--- src/sv/bbg_pkg.sv ---
package bbg_pkg;

  localparam int MAX_RADIUS  = 7;
  localparam int MAX_WIDTH   = 1024;
  localparam int MAX_HEIGHT  = 1024;
  localparam int STORE_ROWS  = 2 * MAX_RADIUS + 1;
  localparam int STORE_DEPTH = STORE_ROWS * MAX_WIDTH;

  localparam int PIX_W   = 8;
  localparam int COL_W   = $clog2(MAX_WIDTH);
  localparam int WID_W   = $clog2(MAX_WIDTH + 1);
  localparam int ROW_W   = $clog2(MAX_HEIGHT + 1);
  localparam int SLOT_W  = $clog2(STORE_ROWS);
  localparam int SIDE_W  = $clog2(STORE_ROWS + 1);
  localparam int RAD_W   = $clog2(MAX_RADIUS + 1);
  localparam int ADDR_W  = $clog2(STORE_DEPTH);
  localparam int POS_W   = ROW_W + WID_W;

  // Register file layout, fixed by the field widths.
  localparam int CFG_IDX_W  = 2;
  localparam int CFG_DATA_W = 11;
  localparam int CFG_RAD_W  = 3;
  localparam int CFG_DIM_W  = 11;

  localparam logic [CFG_IDX_W-1:0] REG_RADIUS = 2'd0;
  localparam logic [CFG_IDX_W-1:0] REG_WIDTH  = 2'd1;
  localparam logic [CFG_IDX_W-1:0] REG_HEIGHT = 2'd2;

  localparam logic OP_DATA  = 1'b0;
  localparam logic OP_DRAIN = 1'b1;

  // Reciprocal of the window area, scaled by 2^16 and rounded up.
  localparam int RECIP_W     = 13;
  localparam int RECIP_SHIFT = 16;
  localparam int PROD_W      = PIX_W + RECIP_W;

  typedef struct packed {
    logic             operation;
    logic [PIX_W-1:0] pixel_in;
  } in_word_t;

  typedef struct packed {
    logic [PIX_W-1:0] pixel_out;
    logic             last_of_frame;
  } out_word_t;

  typedef struct packed {
    logic [RAD_W-1:0]  radius;
    logic [SIDE_W-1:0] side;
    logic [WID_W-1:0]  width;
    logic [ROW_W-1:0]  height;
  } geom_t;

  typedef struct packed {
    logic clear;
    logic take;
    logic pass;
  } acc_ctl_t;

  typedef enum logic [2:0] {
    ST_IDLE,
    ST_SUM,
    ST_PASS,
    ST_WAIT,
    ST_FIN
  } seq_state_t;

  function automatic logic [RECIP_W-1:0] area_recip(input logic [3:0] r);
    logic [RECIP_W-1:0] m;
    case (r)
      4'd1:    m = 13'd7282;
      4'd2:    m = 13'd2622;
      4'd3:    m = 13'd1338;
      4'd4:    m = 13'd810;
      4'd5:    m = 13'd542;
      4'd6:    m = 13'd388;
      4'd7:    m = 13'd292;
      4'd8:    m = 13'd227;
      4'd9:    m = 13'd182;
      4'd10:   m = 13'd149;
      4'd11:   m = 13'd124;
      4'd12:   m = 13'd105;
      4'd13:   m = 13'd90;
      4'd14:   m = 13'd78;
      4'd15:   m = 13'd69;
      default: m = 13'd0;
    endcase
    return m;
  endfunction

  function automatic logic [ADDR_W-1:0] store_addr(input logic [SLOT_W-1:0] slot,
                                                   input logic [COL_W-1:0] col);
    return ADDR_W'(slot) * ADDR_W'(MAX_WIDTH) + ADDR_W'(col);
  endfunction

endpackage

--- src/sv/bbg_acc.sv ---
module bbg_acc
  import bbg_pkg::*;
(
  input  logic             clk,
  input  acc_ctl_t         ctl,
  input  logic [RAD_W-1:0] radius,
  input  logic [PIX_W-1:0] rd_data,
  output logic [PIX_W-1:0] sum
);

  logic [PIX_W-1:0]  sum_r;
  logic [PIX_W-1:0]  sum_nxt;
  logic [PROD_W-1:0] prod;
  logic [PIX_W-1:0]  quot;

  // Exact quotient of an 8-bit pixel by the window area via a scaled reciprocal.
  assign prod = PROD_W'(rd_data) * PROD_W'(area_recip(4'(radius)));
  assign quot = prod[RECIP_SHIFT +: PIX_W];

  always_comb begin
    sum_nxt = sum_r;
    if (ctl.clear) begin
      sum_nxt = '0;
    end else if (ctl.take) begin
      if (ctl.pass) begin
        sum_nxt = rd_data;
      end else begin
        sum_nxt = sum_r + quot;
      end
    end
  end

  always_ff @(posedge clk) begin
    sum_r <= sum_nxt;
  end

  assign sum = sum_r;

endmodule

--- config.mk ---
export PLATFORM = sky130hd
export DESIGN_NAME = bbg_acc
export DESIGN_NICKNAME = d
export VERILOG_FILES = /design/src/sv/bbg_pkg.sv /design/src/sv/bbg_acc.sv
export SDC_FILE = /design/constraint.sdc
export NUM_CORES = 1
export LEC_CHECK = 0
export ABC_CLOCK_PERIOD_IN_PS = 800
export BUFFER_PORTS_ARGS = -buffer_cell sky130_fd_sc_hd__buf_2
export CORE_AREA = 4 4 41 43
export CTS_BUF_LIST = sky130_fd_sc_hd__clkbuf_8 sky130_fd_sc_hd__clkbuf_16
export DETAILED_ROUTE_END_ITERATION = 7
export DIE_AREA = 0 0 45 47
export GPL_TIMING_DRIVEN = 0
export PLACE_DENSITY = 0.52
export SYNTH_ARGS = -nofsm -noshare
export SYNTH_HDL_FRONTEND = slang
export SYNTH_SLANG_ARGS = --single-unit
export TNS_END_PERCENT = 20
--- constraint.sdc ---
create_clock -name clk -period 0.8 [get_ports clk]
set_input_delay 0.2 -clock clk [delete_from_list [all_inputs] [get_ports clk]]
set_output_delay 0.2 -clock clk [all_outputs]
set_load 0.1 [all_outputs]
==> results.yml <==
route:
  drcViolationCount: 0
  drtAntennaViolNets: 0
  wl_um: 639
  viasPerCell: 4.03
  first_iter_violations: 5
  wl_per_cell_um: 10.5
  vias: 246
  firstDrtPassIters: 2
clock_tree:
  path_clk_slew_ns: 0.04
  cts-htree-levels: 1
  cts_hold_buffers: 0
  cts_tree: "built"
  cts_buffers: 3
  clk_latency_ns: 0.23
  cts_root_buffer: "clkbuf_8"
  cts_buffer_depth: 2
  cts_sinks: 8
setup_path:
  critPathRequiredTime_ns: 0.60
  crit_slowest_cell: "dfxtp_2"
  cp-start-kind: "flop"
  cp_max_fo: 2
  end_kind: "output port"
  cp_num_buf_inv: 1
  crit_type: "flop to output port"
  cp_cell_sequence: "buf_12"
  cp_top_family: "flip-flops"
  worstPathArrival_ns: 0.74
  slowest_delay_ns: 0.34
yosys:
  synth_fp_nets: 41
  synth_seq_cells: 8
  yosysTopAreaCellShare: 0.561
  yosys_warnings: 0
  syn-instance-count: 26
  ys_types: 5
  syn_area_um2: 285
  avgSynthCellArea_um2: 11.0
  synthTopCellsByArea: "dfxtp_1 56%, mux2i_1 28%, nor2_1 11%, buf_6 3.9%, buf_1 1.3%"
  yosysTopAreaCell: "dfxtp_1"
  ys_seq_area_frac: 0.561
layout:
  final_util: 0.436
  stdcell_count: 61
  syn2layout_area_growth_pct: 98.7
  n_antenna_cell: 0
  final_nets: 62
  largest_reg_flops: 8
  layout-drive-gt1-share: 0.609
placed_design:
  portBuffers: 16
  dp_cells: 57
  routabilityCongestion: 0.581
status:
  violations: "setup timing"
  status: "finished with violations"
timing:
  finalCritPeriodShare: 1.18
  slew_viol_final: 0
  worst_slack_ns: -0.144
  clock_skew_ns: 0
  setup_viol: 8
  period_minus_slack_ns: 0.944
  maxSlewHeadroom: 0.768
  final_hold_viol_count: 0
  worst_pin_slew_ns: 0.348
  rsz0062_at_grt: "true"
  fmax_mhz: 1060
die:
  rows: 13
  pin_count: 23
  dieArea_um2: 2120
  fp.dieW_um: 45
  core-area_um2: 1300
  start_util: 0.219
  die_y_um: 47
hold_path:
  hold_class: "input port to flop"
flow_run:
  drv_cap: 0
grt:
  grt_usage: 0.0744
  grt_max_degree: 9
  grt_pass1_wl_um: 1000
  overflow: 0
  antenna_found_initial: 0
  grt_pass1_vias: 233
pwr:
  p_per_area_nw_per_um2: 2260
  vdd_drop_max_mv: 1.03
  leakagePower_nw: 0.266
## area by class of cell
| type | instances | area [um^2] |
|---|---|---|
| timing repair buffer | 16 | 200 |
| tap | 15 | 18.8 |
| clock buffer | 3 | 41.3 |
| fill | 134 | 734 |
| buffer | 2 | 15.0 |
| sequential | 8 | 178 |
| clock inverter | 1 | 3.75 |
| multi-input combinational | 16 | 110 |
## power by group
group | internal, mW | switching, mW | total (mW)
sequential | 0.424 | 0.0236 | 0.448
clock | 0.332 | 0.156 | 0.488
combinational | 0.131 | 0.214 | 0.345
total | 0.888 | 0.394 | 1.28
## kinds of logic after synthesis
kind of cell           after synthesis  synth area share
buffers and inverters                2            0.0526
AND/OR/NAND/NOR                      8             0.105
flip-flops                           8             0.561
multiplexers                         8             0.281
## synthesized netlist by cell type
library cell	instances
mux2i_1	8
buf_1	1
dfxtp_1	8
nor2_1	8
buf_6	1
## worst register-to-register path: stages (launching register included)
cell	delay, ns
dfxtp_4	0.34
mux2i_1	0.13
nor2_1	0.05
## routing by layer
layer | vias up | wire (um) | GRT usage
met1 | 110 | 245 | 0.0731
met2 | 12 | 326 | 0.116
li1 | 124 | - | -
met5 | - | 0 | 0
met3 | 0 | 67 | 0.0575
met4 | 0 | 0 | 0.0351
## cell usage in the layout, fill, tap and decap left out
| cell type | Yosys | final |
|---|---|---|
| mux2i_1 | 8 | 8 |
| dfxtp_2 | 0 | 5 |
| inv_1 | 0 | 1 |
| buf_12 | 0 | 8 |
| clkbuf_8 | 0 | 3 |
| nor2_1 | 8 | 8 |
| buf_6 | 1 | 1 |
| dfxtp_4 | 0 | 3 |
| buf_2 | 0 | 8 |
| buf_1 | 1 | 1 |
## what timing repair did
action                     4_1_cts  5_1_grt
resized for setup               32        0
buffers inserted                 0        0
pin swaps                        0        0
hold endpoints to repair         0        0
cloned                           0        0
setup endpoints to repair        8        8
## per-stage QoR
step	total power, mW	setup TNS [ns]	hold WS (ns)	worst slack [ns]	cell area, um^2
global placement	0.712	-0.977	0.435	-0.131	402
CTS	1.31	-1.22	0.207	-0.156	567
floorplan	0.665	-0.777	0.346	-0.122	303
finish	1.28	-1.14	0.210	-0.144	567
global route	1.36	-1.36	0.206	-0.173	567
detailed placement	0.714	-0.983	0.447	-0.133	402
## worst paths after layout
kind	start	end	slack (ns)	cells after the start
setup reg to reg	sum[1]	sum[1]	0.16	2
hold reg to reg	sum[5]	sum[5]	0.51	2
hold / removal	rd_data[0]	sum[0]	0.21	3
setup / recovery	sum[3]	sum[3]	-0.14	1
Power figures use the tool's default switching activity.
