--- src/sv/bbg_pkg.sv ---
package bbg_pkg;

  localparam int MAX_RADIUS  = 7;
  localparam int MAX_WIDTH   = 1024;
  localparam int MAX_HEIGHT  = 1024;
  localparam int STORE_ROWS  = 2 * MAX_RADIUS + 1;
  localparam int STORE_DEPTH = STORE_ROWS * MAX_WIDTH;

  localparam int PIX_W   = 8;
  localparam int COL_W   = $clog2(MAX_WIDTH);
  localparam int WID_W   = $clog2(MAX_WIDTH + 1);
  localparam int ROW_W   = $clog2(MAX_HEIGHT + 1);
  localparam int SLOT_W  = $clog2(STORE_ROWS);
  localparam int SIDE_W  = $clog2(STORE_ROWS + 1);
  localparam int RAD_W   = $clog2(MAX_RADIUS + 1);
  localparam int ADDR_W  = $clog2(STORE_DEPTH);
  localparam int POS_W   = ROW_W + WID_W;

  // Register file layout, fixed by the field widths.
  localparam int CFG_IDX_W  = 2;
  localparam int CFG_DATA_W = 11;
  localparam int CFG_RAD_W  = 3;
  localparam int CFG_DIM_W  = 11;

  localparam logic [CFG_IDX_W-1:0] REG_RADIUS = 2'd0;
  localparam logic [CFG_IDX_W-1:0] REG_WIDTH  = 2'd1;
  localparam logic [CFG_IDX_W-1:0] REG_HEIGHT = 2'd2;

  localparam logic OP_DATA  = 1'b0;
  localparam logic OP_DRAIN = 1'b1;

  // Reciprocal of the window area, scaled by 2^16 and rounded up.
  localparam int RECIP_W     = 13;
  localparam int RECIP_SHIFT = 16;
  localparam int PROD_W      = PIX_W + RECIP_W;

  typedef struct packed {
    logic             operation;
    logic [PIX_W-1:0] pixel_in;
  } in_word_t;

  typedef struct packed {
    logic [PIX_W-1:0] pixel_out;
    logic             last_of_frame;
  } out_word_t;

  typedef struct packed {
    logic [RAD_W-1:0]  radius;
    logic [SIDE_W-1:0] side;
    logic [WID_W-1:0]  width;
    logic [ROW_W-1:0]  height;
  } geom_t;

  typedef struct packed {
    logic clear;
    logic take;
    logic pass;
  } acc_ctl_t;

  typedef enum logic [2:0] {
    ST_IDLE,
    ST_SUM,
    ST_PASS,
    ST_WAIT,
    ST_FIN
  } seq_state_t;

  function automatic logic [RECIP_W-1:0] area_recip(input logic [3:0] r);
    logic [RECIP_W-1:0] m;
    case (r)
      4'd1:    m = 13'd7282;
      4'd2:    m = 13'd2622;
      4'd3:    m = 13'd1338;
      4'd4:    m = 13'd810;
      4'd5:    m = 13'd542;
      4'd6:    m = 13'd388;
      4'd7:    m = 13'd292;
      4'd8:    m = 13'd227;
      4'd9:    m = 13'd182;
      4'd10:   m = 13'd149;
      4'd11:   m = 13'd124;
      4'd12:   m = 13'd105;
      4'd13:   m = 13'd90;
      4'd14:   m = 13'd78;
      4'd15:   m = 13'd69;
      default: m = 13'd0;
    endcase
    return m;
  endfunction

  function automatic logic [ADDR_W-1:0] store_addr(input logic [SLOT_W-1:0] slot,
                                                   input logic [COL_W-1:0] col);
    return ADDR_W'(slot) * ADDR_W'(MAX_WIDTH) + ADDR_W'(col);
  endfunction

endpackage

--- src/sv/bbg_ctrl.sv ---
module bbg_ctrl
  import bbg_pkg::*;
(
  input  logic              clk,
  input  logic              rst_n,
  input  geom_t             geom,
  input  logic              cfg_clear,
  input  logic              in_valid,
  output logic              in_stall,
  input  in_word_t          in_data,
  output logic              out_valid,
  input  logic              out_stall,
  output out_word_t         out_data,
  output logic              ram_wr_en,
  output logic [ADDR_W-1:0] ram_wr_addr,
  output logic [PIX_W-1:0]  ram_wr_data,
  output logic              ram_rd_en,
  output logic [ADDR_W-1:0] ram_rd_addr,
  output acc_ctl_t          acc_ctl,
  input  logic [PIX_W-1:0]  acc_sum
);

  seq_state_t        state_r, state_nxt;
  logic [ROW_W-1:0]  in_row_r, in_row_nxt;
  logic [COL_W-1:0]  in_col_r, in_col_nxt;
  logic [SLOT_W-1:0] in_slot_r, in_slot_nxt;
  logic [ROW_W-1:0]  out_row_r, out_row_nxt;
  logic [COL_W-1:0]  out_col_r, out_col_nxt;
  logic [SLOT_W-1:0] out_slot_r, out_slot_nxt;
  logic [SLOT_W-1:0] win_slot_r, win_slot_nxt;
  logic [SLOT_W-1:0] dy_r, dy_nxt;
  logic [SLOT_W-1:0] dx_r, dx_nxt;
  logic              rd_pend_r, rd_pend_nxt;
  logic              pass_r, pass_nxt;
  logic              out_valid_r, out_valid_nxt;
  out_word_t         out_word_r, out_word_nxt;

  logic              input_done;
  logic              past_lag;
  logic [POS_W-1:0]  in_pos;
  logic [POS_W-1:0]  lag;
  logic              interior;
  logic              in_col_end;
  logic              out_col_end;
  logic              out_last;
  logic              is_data;
  logic              emit_go;
  logic [SIDE_W-1:0] side_m1;
  logic [SIDE_W-1:0] win_start;
  logic [COL_W-1:0]  win_col;

  assign side_m1     = geom.side - SIDE_W'(1);
  assign input_done  = in_row_r >= geom.height;
  // Raster position of the incoming pixel against the output lag of radius rows
  // plus radius pixels; rows narrower than the radius make the lag span extra rows.
  assign in_pos      = POS_W'(in_row_r) * POS_W'(geom.width) + POS_W'(in_col_r);
  assign lag         = POS_W'(geom.radius) * POS_W'(geom.width) + POS_W'(geom.radius);
  assign past_lag    = in_pos >= lag;
  assign interior    = (out_row_r >= ROW_W'(geom.radius)) &&
                       ((ROW_W + 1)'(out_row_r) + (ROW_W + 1)'(geom.radius) <
                        (ROW_W + 1)'(geom.height)) &&
                       (out_col_r >= COL_W'(geom.radius)) &&
                       ((WID_W + 1)'(out_col_r) + (WID_W + 1)'(geom.radius) <
                        (WID_W + 1)'(geom.width));
  assign in_col_end  = WID_W'(in_col_r) + WID_W'(1) >= geom.width;
  assign out_col_end = WID_W'(out_col_r) + WID_W'(1) >= geom.width;
  assign out_last    = (out_row_r + ROW_W'(1) == geom.height) &&
                       (WID_W'(out_col_r) + WID_W'(1) == geom.width);
  assign is_data     = (in_data.operation == OP_DATA) && !input_done;
  assign emit_go     = is_data ? past_lag : (input_done && (out_row_r < geom.height));

  // First window row is radius rows above the output row, modulo the store height.
  assign win_start   = (SIDE_W'(out_slot_r) >= SIDE_W'(geom.radius)) ?
                       SIDE_W'(out_slot_r) - SIDE_W'(geom.radius) :
                       SIDE_W'(out_slot_r) + geom.side - SIDE_W'(geom.radius);
  assign win_col     = out_col_r - COL_W'(geom.radius) + COL_W'(dx_r);

  always_comb begin
    state_nxt     = state_r;
    in_row_nxt    = in_row_r;
    in_col_nxt    = in_col_r;
    in_slot_nxt   = in_slot_r;
    out_row_nxt   = out_row_r;
    out_col_nxt   = out_col_r;
    out_slot_nxt  = out_slot_r;
    win_slot_nxt  = win_slot_r;
    dy_nxt        = dy_r;
    dx_nxt        = dx_r;
    rd_pend_nxt   = 1'b0;
    pass_nxt      = pass_r;
    out_valid_nxt = out_valid_r;
    out_word_nxt  = out_word_r;
    in_stall      = 1'b1;
    ram_wr_en     = 1'b0;
    ram_wr_addr   = store_addr(in_slot_r, in_col_r);
    ram_wr_data   = in_data.pixel_in;
    ram_rd_en     = 1'b0;
    ram_rd_addr   = store_addr(win_slot_r, win_col);
    acc_ctl       = '{clear: 1'b0, take: rd_pend_r, pass: pass_r};

    if (out_valid_r && !out_stall) begin
      out_valid_nxt = 1'b0;
    end

    case (state_r)
      ST_IDLE: begin
        in_stall = 1'b0;
        if (in_valid) begin
          if (is_data) begin
            ram_wr_en = 1'b1;
            if (in_col_end) begin
              in_col_nxt = '0;
              in_row_nxt = in_row_r + ROW_W'(1);
              in_slot_nxt = (SIDE_W'(in_slot_r) == side_m1) ? '0 : in_slot_r + SLOT_W'(1);
            end else begin
              in_col_nxt = in_col_r + COL_W'(1);
            end
          end
          if (emit_go) begin
            acc_ctl.clear = 1'b1;
            win_slot_nxt  = SLOT_W'(win_start);
            dy_nxt        = '0;
            dx_nxt        = '0;
            pass_nxt      = !interior;
            state_nxt     = interior ? ST_SUM : ST_PASS;
          end
        end
      end
      ST_SUM: begin
        ram_rd_en   = 1'b1;
        rd_pend_nxt = 1'b1;
        if (SIDE_W'(dx_r) == side_m1) begin
          dx_nxt       = '0;
          dy_nxt       = dy_r + SLOT_W'(1);
          win_slot_nxt = (SIDE_W'(win_slot_r) == side_m1) ? '0 : win_slot_r + SLOT_W'(1);
          if (SIDE_W'(dy_r) == side_m1) begin
            state_nxt = ST_WAIT;
          end
        end else begin
          dx_nxt = dx_r + SLOT_W'(1);
        end
      end
      ST_PASS: begin
        ram_rd_en   = 1'b1;
        ram_rd_addr = store_addr(out_slot_r, out_col_r);
        rd_pend_nxt = 1'b1;
        state_nxt   = ST_WAIT;
      end
      ST_WAIT: begin
        state_nxt = ST_FIN;
      end
      ST_FIN: begin
        if (!out_valid_r || !out_stall) begin
          out_valid_nxt = 1'b1;
          out_word_nxt  = '{pixel_out: acc_sum, last_of_frame: out_last};
          state_nxt     = ST_IDLE;
          if (out_last) begin
            in_row_nxt   = '0;
            in_col_nxt   = '0;
            in_slot_nxt  = '0;
            out_row_nxt  = '0;
            out_col_nxt  = '0;
            out_slot_nxt = '0;
          end else if (out_col_end) begin
            out_col_nxt  = '0;
            out_row_nxt  = out_row_r + ROW_W'(1);
            out_slot_nxt = (SIDE_W'(out_slot_r) == side_m1) ? '0 : out_slot_r + SLOT_W'(1);
          end else begin
            out_col_nxt = out_col_r + COL_W'(1);
          end
        end
      end
      default: begin
        state_nxt = ST_IDLE;
      end
    endcase

    // A register write abandons the frame in progress.
    if (cfg_clear) begin
      in_row_nxt   = '0;
      in_col_nxt   = '0;
      in_slot_nxt  = '0;
      out_row_nxt  = '0;
      out_col_nxt  = '0;
      out_slot_nxt = '0;
    end
  end

  always_ff @(posedge clk) begin
    if (!rst_n) begin
      state_r     <= ST_IDLE;
      in_row_r    <= '0;
      in_col_r    <= '0;
      in_slot_r   <= '0;
      out_row_r   <= '0;
      out_col_r   <= '0;
      out_slot_r  <= '0;
      rd_pend_r   <= 1'b0;
      out_valid_r <= 1'b0;
    end else begin
      state_r     <= state_nxt;
      in_row_r    <= in_row_nxt;
      in_col_r    <= in_col_nxt;
      in_slot_r   <= in_slot_nxt;
      out_row_r   <= out_row_nxt;
      out_col_r   <= out_col_nxt;
      out_slot_r  <= out_slot_nxt;
      rd_pend_r   <= rd_pend_nxt;
      out_valid_r <= out_valid_nxt;
    end
  end

  always_ff @(posedge clk) begin
    win_slot_r <= win_slot_nxt;
    dy_r       <= dy_nxt;
    dx_r       <= dx_nxt;
    pass_r     <= pass_nxt;
    out_word_r <= out_word_nxt;
  end

  assign out_valid = out_valid_r;
  assign out_data  = out_word_r;

endmodule

--- config.mk ---
export PLATFORM = sky130hd
export DESIGN_NAME = bbg_ctrl
export DESIGN_NICKNAME = d
export VERILOG_FILES = /design/src/sv/bbg_pkg.sv /design/src/sv/bbg_ctrl.sv
export SDC_FILE = /design/constraint.sdc
export NUM_CORES = 1
export LEC_CHECK = 0
export ABC_AREA = 1
export BUFFER_PORTS_ARGS = -buffer_cell sky130_fd_sc_hd__buf_2
export CORE_MARGIN = 5
export CORE_UTILIZATION = 55
export DETAILED_ROUTE_END_ITERATION = 16
export HOLD_SLACK_MARGIN = 0.03
export PLACE_DENSITY_LB_ADDON = 0.2
export SETUP_SLACK_MARGIN = 0.15
export SYNTH_ARGS = -nofsm -noshare
export SYNTH_HDL_FRONTEND = slang
export SYNTH_SLANG_ARGS = --single-unit
export TNS_END_PERCENT = 1
--- constraint.sdc ---
create_clock -name clk -period 7.1 [get_ports clk]
set_clock_uncertainty 0.05 [all_clocks]
set_input_delay 0 -clock clk [delete_from_list [all_inputs] [get_ports clk]]
set_output_delay 0 -clock clk [all_outputs]
set_load 0.02 [all_outputs]
==> metrics.cfg <==
[timing]
hold_viol_final=0
setup_tns_ns=0
fin_ws_ns=0.5291
timing.fmax_mhz=152.2
setup_viol=0
slew_viol_final=0
max_slew_margin=0.3399
period_share=0.9255
rsz0062_at_grt=false
fin_crit_ns=6.571
worst_slew_pin_slew_ns=0.9865

[cts]
cts.sinks=77
clk_pin_slew_ns=0.07
ctsHtreeMaxLevel=3
clk_latency_ns=0.35
cts_root_buffer=clkbuf_16
post-cts-setup-buffer-count=0
cts_tree=built
clk_path_buf_depth=2
numCtsBuffers=9

[finish]
synthToLayoutAreaGrowth_pct=8.400
layout-drive-gt1-share=0.07773
nNetsFinal=2364
diodes=0
final_cells=2318

[die]
core_sq_um=24460
io_pins=103
initial_core_util=0.5602
die_h_microns=167.9
fp-row-count=57
die_w_microns=167.9
dieArea_sq_um=28170

[synth]
ys_top_cells_by_count=nand2_1, inv_1, ha_1
synthArstFlopShare=0
yosysTopAreaCell=ha_1
synth.most_common_cell=nand2_1
netlist.area_leader.share=0.1954
synth_area_sq_um=13700
yosys_warnings=0
synth_cells=1917
synth_ff_type=dfxtp_1
synth_area_leaders=ha_1, fa_1, nand2_1
synth_edf_count=22
synth.ff_latch_count=77
yosysSeqAreaShare=0.1285
synth_cell_types=58
syn_area_per_cell_sq_um=7.149
synth_nets=2292

[power]
vdd_drop_max_mv=0.1168
p_per_area_nw_per_um2=88.44
p_leak_nw=8.243

[placement]
dp_hpwl_microns=29350
io_buffers=86
place_congestion=0.9257
dp_slack_ns=0.4426
dp_cells=2282

[setup_path]
critPathMostFrequentCell=nand2_1
rr_worst_depth=27
cp.arrival_ns=6.52
r2r_slack_ns=0.66
worst_ep_required_time_ns=7.05
slowest_delay_ns=0.56
reg2reg_from=in_row_r[1]$_SDFFE_PP0P_
cp_slowest_cell=fa_1
rr_endpoint=dy_r[0]$_SDFFCE_PN0P_
startpoint=in_row_r[1]$_SDFFE_PP0P_
cp-start-kind=flop
critPathKind=reg2out
crit_path_end_kind=output port
cp_max_fo=7

[drt]
vias=12500
drt_first_pass_iters=6
ant_nets=0
drc_errors=0
drt_iter0_drc=957
wl_per_cell_microns=15.44
drt-total-wl_microns=35780
avgViaCountPerCell=5.393

[run_status]
outcome=complete, no violations

[hold_path]
hold_path_end=out_data[0]$_DFFE_PP_
min_from=geom[9]
min_path_type=in2reg
min_path_cells=4

[run]
max_cap_viol_count=0

[grt]
gr-usage-all-layers=0.2507
grt_max_degree=47
antenna_found_initial=1
grt_pass1_wl_microns=58880
first_global_vias=11950
grt-ovfl-total=0

-- state kept, by name, summed over array words and instances (netlist names), 3 cells and up --
register and cells:
in_row_r 11, out_row_r 11, in_col_r 10, out_col_r 10, out_data 9, dx_r 4
dy_r 4, in_slot_r 4, out_slot_r 4, win_slot_r 4, state_r 3
-- kinds of logic after synthesis --
kind of cell | share of synthesized area
AND/OR/NAND/NOR | 0.2359
AO/OA/AOI/OAI | 0.09020
buffers and inverters | 0.1262
flip-flops | 0.1285
adder cells (fa/ha/maj) | 0.3561
XOR/XNOR | 0.06309
-- placed cells by master (no fill, tap or decap), types with 9 or more instances in the layout --
master and instances:
buf_4 14, inv_1 378, ha_1 214, xor2_1 78, nand3_1 77, fa_1 110, edfxtp_1 22, o21ai_0 53
nand4_1 33, buf_2 86, nor3_1 23, dlygate4sd3_1 20, dfxtp_1 49, a21oi_1 136, nand2_1 448, nor2_1 125
clkbuf_16 9, xnor2_1 17
-- through the flow --
stage            util  hold slack [ns]  instance area (sq um)  total power [mW]
2_1_floorplan       -          0.04887                  13700            0.7424
3_3_place_gp   0.5869         -0.04986                  14360            0.8386
3_5_place_dp   0.5869         -0.04986                  14360            0.8462
4_1_cts        0.6070          0.05413                  14850             1.321
5_1_grt        0.6073          0.06138                  14860             1.390
6_report       0.6073          0.05792                  14860             1.314
-- what timing repair did --
action,4_1_cts,5_1_grt
hold buffers,20,0
gates resized for setup,0,7
hold endpoints to repair,25,0
endpoints found under the setup margin,0,13
-- worst max path at each step --
stage                                  endpoint  slack, ns  cells past startpoint
after CTS                            acc_ctl[2]       0.36                     27
final                                acc_ctl[2]       0.53                     27
after global placement    dx_r[0]$_SDFFCE_PN0P_       0.66                     26
after floorplan           dy_r[0]$_SDFFCE_PN0P_       0.61                     28
after global routing                 acc_ctl[2]       0.16                     27
after detailed placement  dx_r[2]$_SDFFCE_PN0P_       0.44                     26
-- report_power, final --
group,internal [mW],switching [mW]
registers,0.458,0.00571
logic,0.137,0.250
clock network,0.247,0.217
total,0.842,0.472
-- routing by layer --
layer	wire (microns)	global-route usage
met1	16360	0.3540
met2	16230	0.4071
met3	2522	0.04103
met4	658	0.05540
met5	13	0
-- worst max-delay path: cells and delay by family, from the launching register on --
kind / cells / cell delay, ns
buffers and inverters: 4 / 0.37
XOR/XNOR: 1 / 0.18
flip-flops: 1 / 0.47
AND/OR/NAND/NOR: 14 / 1.59
AO/OA/AOI/OAI: 1 / 0.21
adder cells (fa/ha/maj): 7 / 3.34
-- cell type report --
type	instances	area, sq um
fillers	2333	9607
flip-flops and latches	77	1769
well taps	324	405.4
clock buffers	9	225.2
inverters	384	1441
clock inverters	7	65.06
multi-input cells	1397	10210
repair buffers	120	735.7
Power figures use the tool's default switching activity.
